--- src/hdl/dwpn_pkg.sv ---
// Shared types, event and reason codes, and page helpers for the display
// wake and page navigation policy. No dependencies.
package dwpn_pkg;

  localparam int unsigned TimeW = 64;
  localparam int unsigned DurW  = 32;
  localparam int unsigned CfgW  = 16;
  localparam int unsigned LimW  = 15;

  typedef logic [3:0]       func_t;
  typedef logic [3:0]       reason_t;
  typedef logic [1:0]       page_t;
  typedef logic [1:0]       cfg_idx_t;
  typedef logic [TimeW-1:0] time_t;
  typedef logic [DurW-1:0]  dur_t;

  // Event codes.
  localparam func_t FUNC_ACTIVITY = 4'd0;
  localparam func_t FUNC_IDLE_CHK = 4'd1;
  localparam func_t FUNC_TOUCH    = 4'd2;
  localparam func_t FUNC_POWER    = 4'd3;
  localparam func_t FUNC_SW_LEFT  = 4'd4;
  localparam func_t FUNC_SW_RIGHT = 4'd5;
  localparam func_t FUNC_SW_DOWN  = 4'd6;
  localparam func_t FUNC_SW_UP    = 4'd7;
  localparam func_t FUNC_RESTART  = 4'd8;

  // Reason codes.
  localparam reason_t RSN_IGNORED     = 4'd0;
  localparam reason_t RSN_ACTIVITY    = 4'd1;
  localparam reason_t RSN_IDLE_OFF    = 4'd2;
  localparam reason_t RSN_TOUCH_WAKE  = 4'd3;
  localparam reason_t RSN_GLITCH      = 4'd4;
  localparam reason_t RSN_LONG        = 4'd5;
  localparam reason_t RSN_KEY_WAKE    = 4'd6;
  localparam reason_t RSN_KEY_CLOSE   = 4'd7;
  localparam reason_t RSN_KEY_PAGE    = 4'd8;
  localparam reason_t RSN_CLOSE_SET   = 4'd9;
  localparam reason_t RSN_OPEN_SET    = 4'd10;
  localparam reason_t RSN_SWIPE_PAGE  = 4'd11;
  localparam reason_t RSN_RESTARTED   = 4'd12;

  // Pages.
  localparam page_t PAGE_MAIN  = 2'd0;
  localparam page_t PAGE_TEXT  = 2'd1;
  localparam page_t PAGE_STATS = 2'd2;

  // Configuration register indexes.
  localparam cfg_idx_t CFG_IDLE_TIMEOUT = 2'd0;
  localparam cfg_idx_t CFG_PRESS_MIN    = 2'd1;
  localparam cfg_idx_t CFG_PRESS_MAX    = 2'd2;

  localparam logic [7:0]      IDLE_SEC_RST  = 8'd15;
  localparam logic [CfgW-1:0] PRESS_MIN_RST = 16'd50;
  localparam logic [CfgW-1:0] PRESS_MAX_RST = 16'd1000;

  typedef struct packed {
    logic [7:0]      idle_sec;
    logic [CfgW-1:0] press_min;
    logic [CfgW-1:0] press_max;
  } cfg_t;

  typedef struct packed {
    page_t page;
    logic  settings;
    logic  screen;
    time_t last_ms;
  } state_t;

  typedef struct packed {
    logic    changed;
    page_t   page;
    logic    settings;
    logic    screen;
    logic    wake;
    logic    blank;
    logic    rst_idle;
    reason_t reason;
  } dec_t;

  function automatic page_t page_next(input page_t p);
    case (p)
      PAGE_MAIN: page_next = PAGE_TEXT;
      PAGE_TEXT: page_next = PAGE_STATS;
      default:   page_next = PAGE_MAIN;
    endcase
  endfunction

  function automatic page_t page_prev(input page_t p);
    case (p)
      PAGE_MAIN:  page_prev = PAGE_STATS;
      PAGE_TEXT:  page_prev = PAGE_MAIN;
      PAGE_STATS: page_prev = PAGE_TEXT;
      default:    page_prev = PAGE_MAIN;
    endcase
  endfunction

  // Only 5, 15 and 30 seconds are honored; anything else means 15.
  function automatic logic [LimW-1:0] timeout_ms(input logic [7:0] sec);
    case (sec)
      8'd5:    timeout_ms = 15'd5000;
      8'd30:   timeout_ms = 15'd30000;
      default: timeout_ms = 15'd15000;
    endcase
  endfunction

endpackage

--- src/hdl/display_wake_and_page_nav_policy.sv ---
// Top level of the display wake and page navigation policy: input register,
// policy state, result register. Depends on dwpn_pkg, dwpn_cfg_regs, dwpn_decide.
//
// Usage:
//   Events arrive on the in_ channel (func, now_ms, press_len_ms) and each one
//   yields exactly one decision beat on the out_ channel. Both channels use
//   valid/stall; a beat moves on a rising edge with valid high, stall low.
//   An event is captured in the input register, then evaluated against the
//   current state while the state and the result register are updated
//   together. out_valid rises once the input register's event has moved into
//   the result register, which waits while the receiver stalls a held beat.
//   Throughput is one event per cycle while the receiver does not stall: the
//   update of the page, flags and activity time is the loop that sets that rate.
//   When the receiver stalls, the result register holds its beat and the input
//   register fills; in_stall rises only once both are occupied. The cfg_ port
//   writes the idle timeout (index 0) and short-press limits (indexes 1, 2); the
//   user must write only while no event is in flight; the block does not check.
//   Synchronous reset (rst_n low) empties both registers, returns the page
//   to main, closes settings, turns the screen on, clears the activity time
//   and loads the register defaults.
module display_wake_and_page_nav_policy (
  input  logic                clk,
  input  logic                rst_n,
  input  logic                in_valid,
  output logic                in_stall,
  input  dwpn_pkg::func_t     in_func,
  input  dwpn_pkg::time_t     in_now_ms,
  input  dwpn_pkg::dur_t      in_press_len_ms,
  output logic                out_valid,
  input  logic                out_stall,
  output logic                out_changed,
  output dwpn_pkg::page_t     out_active_page,
  output logic                out_settings_open,
  output logic                out_screen_on,
  output logic                out_wake_display,
  output logic                out_blank_display,
  output logic                out_reset_idle,
  output dwpn_pkg::reason_t   out_reason,
  input  logic                cfg_wr_en,
  input  dwpn_pkg::cfg_idx_t  cfg_index,
  input  logic [15:0]         cfg_wdata
);
  import dwpn_pkg::*;

  cfg_t   cfg;
  state_t st_r;
  state_t st_nxt;
  dec_t   dec;
  dec_t   dec_r;

  logic   q_vld_r;
  func_t  q_func_r;
  time_t  q_now_r;
  dur_t   q_dur_r;
  logic   out_vld_r;

  logic   out_free;
  logic   proc_go;
  logic   in_take;

  dwpn_cfg_regs u_cfg (
    .clk       (clk),
    .rst_n     (rst_n),
    .cfg_wr_en (cfg_wr_en),
    .cfg_index (cfg_index),
    .cfg_wdata (cfg_wdata),
    .cfg       (cfg)
  );

  dwpn_decide u_decide (
    .cfg          (cfg),
    .st           (st_r),
    .func         (q_func_r),
    .now_ms       (q_now_r),
    .press_len_ms (q_dur_r),
    .st_nxt       (st_nxt),
    .dec          (dec)
  );

  assign out_free = !out_vld_r || !out_stall;
  assign proc_go  = q_vld_r && out_free;
  assign in_stall = q_vld_r && !out_free;
  assign in_take  = in_valid && !in_stall;

  always_ff @(posedge clk) begin
    if (!rst_n) begin
      q_vld_r   <= 1'b0;
      out_vld_r <= 1'b0;
      st_r.page     <= PAGE_MAIN;
      st_r.settings <= 1'b0;
      st_r.screen   <= 1'b1;
      st_r.last_ms  <= '0;
    end else begin
      if (in_take) begin
        q_vld_r <= 1'b1;
      end else if (proc_go) begin
        q_vld_r <= 1'b0;
      end
      if (proc_go) begin
        out_vld_r <= 1'b1;
        st_r      <= st_nxt;
      end else if (!out_stall) begin
        out_vld_r <= 1'b0;
      end
    end
  end

  // Payload registers carry no reset.
  always_ff @(posedge clk) begin
    if (in_take) begin
      q_func_r <= in_func;
      q_now_r  <= in_now_ms;
      q_dur_r  <= in_press_len_ms;
    end
    if (proc_go) begin
      dec_r <= dec;
    end
  end

  assign out_valid         = out_vld_r;
  assign out_changed       = dec_r.changed;
  assign out_active_page   = dec_r.page;
  assign out_settings_open = dec_r.settings;
  assign out_screen_on     = dec_r.screen;
  assign out_wake_display  = dec_r.wake;
  assign out_blank_display = dec_r.blank;
  assign out_reset_idle    = dec_r.rst_idle;
  assign out_reason        = dec_r.reason;

`ifndef SYNTHESIS
  a_page_legal: assert property (@(posedge clk) disable iff (!rst_n)
    st_r.page != 2'd3)
    else $error("page register holds an illegal code");

  a_restart_state: assert property (@(posedge clk) disable iff (!rst_n)
    proc_go && q_func_r == FUNC_RESTART |=>
      st_r.page == PAGE_MAIN && st_r.screen && !st_r.settings)
    else $error("restart did not return the state to its defaults");

  a_wake_blank_excl: assert property (@(posedge clk) disable iff (!rst_n)
    out_vld_r |-> !(dec_r.wake && dec_r.blank))
    else $error("wake and blank pulses in the same beat");

  a_blank_screen_off: assert property (@(posedge clk) disable iff (!rst_n)
    out_vld_r && dec_r.blank |-> !dec_r.screen && !dec_r.settings)
    else $error("blank beat reports screen on or settings open");

  a_state_matches_out: assert property (@(posedge clk) disable iff (!rst_n)
    proc_go |=> dec_r.page == st_r.page && dec_r.screen == st_r.screen)
    else $error("result beat disagrees with the state register");
`endif

endmodule

--- src/hdl/dwpn_cfg_regs.sv ---
// Configuration registers of the wake and navigation policy.
// Depends on dwpn_pkg.
module dwpn_cfg_regs (
  input  logic                  clk,
  input  logic                  rst_n,
  input  logic                  cfg_wr_en,
  input  dwpn_pkg::cfg_idx_t    cfg_index,
  input  logic [15:0]           cfg_wdata,
  output dwpn_pkg::cfg_t        cfg
);
  import dwpn_pkg::*;

  cfg_t cfg_r;
  cfg_t cfg_nxt;

  always_comb begin
    cfg_nxt = cfg_r;
    if (cfg_wr_en) begin
      case (cfg_index)
        CFG_IDLE_TIMEOUT: cfg_nxt.idle_sec  = cfg_wdata[7:0];
        CFG_PRESS_MIN:    cfg_nxt.press_min = cfg_wdata;
        CFG_PRESS_MAX:    cfg_nxt.press_max = cfg_wdata;
        default:          cfg_nxt = cfg_r;
      endcase
    end
  end

  always_ff @(posedge clk) begin
    if (!rst_n) begin
      cfg_r.idle_sec  <= IDLE_SEC_RST;
      cfg_r.press_min <= PRESS_MIN_RST;
      cfg_r.press_max <= PRESS_MAX_RST;
    end else begin
      cfg_r <= cfg_nxt;
    end
  end

  assign cfg = cfg_r;

endmodule

--- src/hdl/dwpn_decide.sv ---
// Combinational decision logic: next state and decision for one event.
// Depends on dwpn_pkg.
module dwpn_decide (
  input  dwpn_pkg::cfg_t   cfg,
  input  dwpn_pkg::state_t st,
  input  dwpn_pkg::func_t  func,
  input  dwpn_pkg::time_t  now_ms,
  input  dwpn_pkg::dur_t   press_len_ms,
  output dwpn_pkg::state_t st_nxt,
  output dwpn_pkg::dec_t   dec
);
  import dwpn_pkg::*;

  logic [LimW-1:0] lim;
  time_t           lim_ext;
  time_t           deadline;
  logic [TimeW:0]  now_sum;
  logic            behind;
  logic            expired;
  logic            short_glitch;
  logic            long_press;
  logic            swipe;

  assign lim      = timeout_ms(cfg.idle_sec);
  assign lim_ext  = {{(TimeW-LimW){1'b0}}, lim};
  assign deadline = st.last_ms + lim_ext;
  assign now_sum  = {1'b0, now_ms} + {1'b0, lim_ext};
  assign behind   = now_ms < st.last_ms;
  // When the anchor is pulled back to now, only a wrap of now + limit expires.
  assign expired  = behind ? now_sum[TimeW] : !(now_ms < deadline);

  assign short_glitch = press_len_ms <= {{(DurW-CfgW){1'b0}}, cfg.press_min};
  assign long_press   = press_len_ms >  {{(DurW-CfgW){1'b0}}, cfg.press_max};
  assign swipe = (func == FUNC_SW_LEFT) || (func == FUNC_SW_RIGHT) ||
                 (func == FUNC_SW_DOWN) || (func == FUNC_SW_UP);

  always_comb begin
    st_nxt       = st;
    dec.changed  = 1'b0;
    dec.wake     = 1'b0;
    dec.blank    = 1'b0;
    dec.rst_idle = 1'b0;
    dec.reason   = RSN_IGNORED;

    case (func)
      FUNC_ACTIVITY: begin
        st_nxt.last_ms = now_ms;
        dec.changed    = 1'b1;
        dec.rst_idle   = 1'b1;
        dec.reason     = RSN_ACTIVITY;
      end
      FUNC_IDLE_CHK: begin
        if (st.screen) begin
          if (behind) begin
            st_nxt.last_ms = now_ms;
          end
          if (expired) begin
            st_nxt.screen   = 1'b0;
            st_nxt.settings = 1'b0;
            dec.changed     = 1'b1;
            dec.blank       = 1'b1;
            dec.reason      = RSN_IDLE_OFF;
          end
        end
      end
      FUNC_TOUCH: begin
        if (!st.screen) begin
          st_nxt.screen  = 1'b1;
          st_nxt.last_ms = now_ms;
          dec.changed    = 1'b1;
          dec.wake       = 1'b1;
          dec.rst_idle   = 1'b1;
          dec.reason     = RSN_TOUCH_WAKE;
        end
      end
      FUNC_POWER: begin
        if (short_glitch) begin
          dec.reason = RSN_GLITCH;
        end else if (long_press) begin
          dec.reason = RSN_LONG;
        end else begin
          st_nxt.last_ms = now_ms;
          dec.changed    = 1'b1;
          dec.rst_idle   = 1'b1;
          if (!st.screen) begin
            st_nxt.screen = 1'b1;
            dec.wake      = 1'b1;
            dec.reason    = RSN_KEY_WAKE;
          end else if (st.settings) begin
            st_nxt.settings = 1'b0;
            dec.reason      = RSN_KEY_CLOSE;
          end else begin
            st_nxt.page = page_next(st.page);
            dec.reason  = RSN_KEY_PAGE;
          end
        end
      end
      FUNC_RESTART: begin
        st_nxt.page     = PAGE_MAIN;
        st_nxt.settings = 1'b0;
        st_nxt.screen   = 1'b1;
        st_nxt.last_ms  = now_ms;
        dec.changed     = 1'b1;
        dec.rst_idle    = 1'b1;
        dec.reason      = RSN_RESTARTED;
      end
      default: begin
        if (swipe) begin
          st_nxt.last_ms = now_ms;
          dec.changed    = 1'b1;
          dec.rst_idle   = 1'b1;
          if (!st.screen) begin
            st_nxt.screen = 1'b1;
            dec.wake      = 1'b1;
            dec.reason    = RSN_TOUCH_WAKE;
          end else if (func == FUNC_SW_DOWN) begin
            // Swipe down opens settings, or only restarts the timer if open.
            st_nxt.settings = 1'b1;
            dec.reason      = st.settings ? RSN_ACTIVITY : RSN_OPEN_SET;
          end else if (st.settings) begin
            st_nxt.settings = 1'b0;
            dec.reason      = RSN_CLOSE_SET;
          end else if (func == FUNC_SW_UP) begin
            dec.reason = RSN_ACTIVITY;
          end else begin
            st_nxt.page = (func == FUNC_SW_LEFT) ? page_next(st.page)
                                                 : page_prev(st.page);
            dec.reason  = RSN_SWIPE_PAGE;
          end
        end
      end
    endcase

    dec.page     = st_nxt.page;
    dec.settings = st_nxt.settings;
    dec.screen   = st_nxt.screen;
  end

endmodule

--- config.mk ---
export PLATFORM = sky130hd
export DESIGN_NAME = display_wake_and_page_nav_policy
export DESIGN_NICKNAME = d
export VERILOG_FILES = /design/src/hdl/dwpn_pkg.sv /design/src/hdl/display_wake_and_page_nav_policy.sv /design/src/hdl/dwpn_cfg_regs.sv /design/src/hdl/dwpn_decide.sv
export SDC_FILE = /design/constraint.sdc
export NUM_CORES = 1
export LEC_CHECK = 0
export BUFFER_PORTS_ARGS = -buffer_cell sky130_fd_sc_hd__buf_2
export CAP_MARGIN = 20
export CORE_MARGIN = 8
export CORE_UTILIZATION = 50
export DETAILED_ROUTE_END_ITERATION = 12
export PLACE_DENSITY = 0.69
export SYNTH_ARGS = -nofsm -noshare
export SYNTH_HDL_FRONTEND = slang
export SYNTH_SLANG_ARGS = --single-unit
--- constraint.sdc ---
create_clock -name clk -period 6.4 [get_ports clk]
set_clock_uncertainty 0.05 [all_clocks]
set_input_delay 0.64 -clock clk [delete_from_list [all_inputs] [get_ports clk]]
set_output_delay 0.64 -clock clk [all_outputs]
set_load 0.1 [all_outputs]
==> impl_metrics.json <==
{
  "outcome": "finished, final reports clean",
  "tns_ns": 0,
  "die-area_um2": 33100,
  "holdPathStages": 1,
  "worstSetupEndpointType": "flip-flop",
  "wire_per_inst_um": 17.5,
  "via_per_inst": 5.67,
  "cpLargestDelayFamily": "compound AO/OA/AOI/OAI gates",
  "cts_tree": "built",
  "drt_iter0_drc": 712,
  "ys_seq_elements": 222,
  "critPathLaunchType": "flip-flop",
  "hold_violations": 0,
  "syn_inst": 1430,
  "clock_latency_ns": 0.54,
  "holdBufCountCts": 0,
  "postCtsSetupRepairBufs": 0,
  "finalCriticalPeriod_ns": 5.83,
  "slew_violations": 0,
  "dp_hpwl_mm": 25.3,
  "grt_pass1_wl_mm": 54.6,
  "period_share_pct": 91.1,
  "place_inst": 1869,
  "worst_slew_pin_slew_ns": 1.06,
  "die_h_um": 182,
  "fmax_mhz": 172,
  "nFillCells": 2432,
  "crit_arrival_ns": 6.07,
  "setup_violations": 0,
  "antenna_found_initial": 2,
  "total_power_w": 0.00341,
  "synthesis.nets": 1729,
  "maxCapViolations": 0,
  "crit_required_ns": 6.64,
  "p_per_area_nw_per_um2": 221,
  "synth_warnings": 0,
  "port_buffers": 136,
  "pin_count": 137,
  "synth_edf_count": 112,
  "synth_area_per_cell_um2": 9.63,
  "rrSetupSlack_ns": 0.57,
  "routabilityCongestion": 0.906,
  "relSlewSlack_pct": 29.4,
  "cts-root-buf": "clkbuf_16",
  "seq_power_share_pct": 47.7,
  "crit_slowest_cell": "o21ai_1",
  "cp.depth": 23,
  "p_clk_share_pct": 40.3,
  "async_flop_share_pct": 0,
  "p_sw_w": 0.000871,
  "hp-start": "in_press_len_ms[6]",
  "grt_max_degree": 65,
  "start_util_pct": 51.0,
  "path_clk_slew_ns": 0.06,
  "cts_max_level": 1,
  "cts.sinks": 222,
  "leakagePower_nw": 5.79,
  "whs_ns": 0.225,
  "grt_setup_unrepaired": "no",
  "worst-path-buf-inv": 2,
  "final_net_count": 1853,
  "postRouteAntennaNets": 0,
  "cpMostUsedCell": "o21ai_1",
  "slowest_delay_ns": 0.47,
  "critPathMaxFanout": 7,
  "fin_util_pct": 57.1,
  "r2r-start": "u_cfg.cfg[37]",
  "seq_area_frac_synth_pct": 40.4,
  "drc_errors": 0,
  "rows": 60,
  "netSwitchingFraction_pct": 25.5,
  "post_cts_resized": 0,
  "synth.distinct_cells": 82,
  "finalNonFillerCells": 1913,
  "die_w_um": 182,
  "synth_ff_type": "edfxtp_1",
  "combPwrFrac_pct": 11.9,
  "antenna_cells": 0,
  "r2r_end": "out_reason[1]",
  "drtPass1Iterations": 5,
  "p_int_w": 0.00254,
  "vias": 10800,
  "area_delta_synth_final_pct": 11.9,
  "hp-class": "input pin to flip-flop",
  "grt.overflow.total": 0,
  "core_region_area_um2": 27000,
  "drive_gt1_share_pct": 13.1,
  "track_usage_pct": 20.0,
  "netlist_area_um2": 13800,
  "hold-path-endpoint": "q_dur_r[6]",
  "worstPathCellList": "nor4b_1 > and4_1 > inv_2 > ha_1 > inv_1 > fa_1 > nand2b_1 > a21oi_1 > o21a_1 > o21ai_1 > a211oi_1 > o21ai_1 > a211oi_1 > xnor2_1 > ha_1 > nand4_1 > nor3_1 > a221o_1 > a2111o_1 > a2111o_1 > a21oi_2 > mux2_4 > o21ai_1",
  "clockBufferDepth": 3,
  "rr_worst_depth": 23,
  "first_global_vias": 10700,
  "path_class": "flip-flop to flip-flop",
  "numCtsBuffers": 24,
  "ir_drop_mv": 0.244,
  "wirelength_mm": 33.6
}
==> flip-flops by register name, summed over array words and instances (netlist names), 2 cells and up <==
register / flops
out_active_page: 2
out_reason: 4
q_dur_r: 32
q_func_r: 4
q_now_r: 64
st_r: 68
u_cfg.cfg: 40
==> metal layers <==
layer,global-route usage (%),wire length (µm),vias up
li1,-,-,5433
met1,26.0,15400,5069
met2,32.8,15400,278
met4,6.00,881,4
met5,0,27,-
met3,4.27,1930,54
==> cell type report <==
| class | count | area [µm²] | share of cell area (%) |
|---|---|---|---|
| multi-input combinational | 1043 | 7440 | 48.2 |
| sequential | 222 | 5570 | 36.1 |
| timing repair buffer | 147 | 763 | 4.95 |
| clock buffer | 39 | 721 | 4.67 |
| inverter | 116 | 435 | 2.82 |
| tap | 341 | 427 | 2.77 |
| clock inverter | 5 | 75.1 | 0.487 |
==> how the worst max path moves through the flow <==
stage	startpoint	end	slack, ns
6_report	u_cfg.cfg[37]	out_reason[1]	0.57
2_1_floorplan	u_cfg.cfg[37]	out_changed	1.30
3_3_place_gp	u_cfg.cfg[37]	out_changed	0.76
5_1_grt	u_cfg.cfg[37]	out_reason[1]	0.13
4_1_cts	u_cfg.cfg[37]	out_changed	0.55
3_5_place_dp	u_cfg.cfg[37]	out_changed	0.58
==> power by group through the flow <==
stage | Combinational (W) | Sequential [W] | Clock (W)
3_5_place_dp | 0.000407 | 0.00166 | 0
6_report | 0.000407 | 0.00163 | 0.00138
2_1_floorplan | 0.000276 | 0.00166 | 0
5_1_grt | 0.000463 | 0.00164 | 0.00146
3_3_place_gp | 0.000395 | 0.00166 | 0
4_1_cts | 0.000410 | 0.00163 | 0.00141
==> Yosys cell counts, types with 6 or more instances <==
cell,count,share of area [%]
a211oi_1,17,0.93
o21ai_0,26,0.94
a21oi_1,103,3.7
o2111ai_1,10,0.64
nor2b_1,7,0.32
a21o_1,12,0.65
dlygate4sd1_1,11,0.70
mux2i_1,72,5.2
buf_12,6,0.87
nor2_1,40,1.1
inv_1,112,3.1
o211ai_1,20,1.1
nor3_1,14,0.51
nor4_1,17,0.77
clkbuf_1,23,0.63
o21ai_1,10,0.36
o21a_1,8,0.44
xnor2_1,53,3.4
nand4_1,51,2.3
nand2_1,255,6.9
ha_1,175,16
nand2b_1,10,0.45
nand3_1,27,0.98
dfxtp_1,110,16
and4_1,6,0.38
and3_1,9,0.41
edfxtp_1,112,24
==> kinds of logic (layout without fill, tap and decap cells) <==
kind of cell,after synthesis,after routing,share of synthesized area [%]
compound gates,267,267,12.7
fa+ha+maj,176,176,16.0
xor+xnor,57,57,3.62
mux,73,73,5.34
simple gates,470,470,16.1
flops,222,222,40.4
buf+inv,165,307,5.78
==> worst register-to-register path, stage by stage, from the launching register on <==
cell      delay, ns
dfxtp_1        0.31
nor4b_1        0.40
and4_1         0.43
inv_2          0.14
ha_1           0.22
inv_1          0.08
fa_1           0.20
nand2b_1       0.14
a21oi_1        0.08
o21a_1         0.18
o21ai_1        0.32
a211oi_1       0.16
o21ai_1        0.47
a211oi_1       0.18
xnor2_1        0.16
ha_1           0.29
nand4_1        0.13
nor3_1         0.08
a221o_1        0.30
a2111o_1       0.41
a2111o_1       0.42
a21oi_2        0.15
mux2_4         0.22
o21ai_1        0.08
==> stage by stage <==
step           setup slack (ns)  instance area (µm²)
3_3_place_gp              0.759                14600
3_5_place_dp              0.581                14600
6_report                  0.572                15400
4_1_cts                   0.549                15400
2_1_floorplan              1.30                13800
5_1_grt                   0.126                15400
==> layout by cell type, fill, tap and decap left out, types with 26 or more instances in the layout <==
cell type,synthesis,layout
nand2_1,255,255
ha_1,175,175
buf_2,4,136
inv_1,112,112
edfxtp_1,112,112
dfxtp_1,110,110
a21oi_1,103,103
mux2i_1,72,72
xnor2_1,53,53
nand4_1,51,51
nor2_1,40,40
nand3_1,27,27
o21ai_0,26,26
No activity file was read; power rests on OpenSTA's default activity.
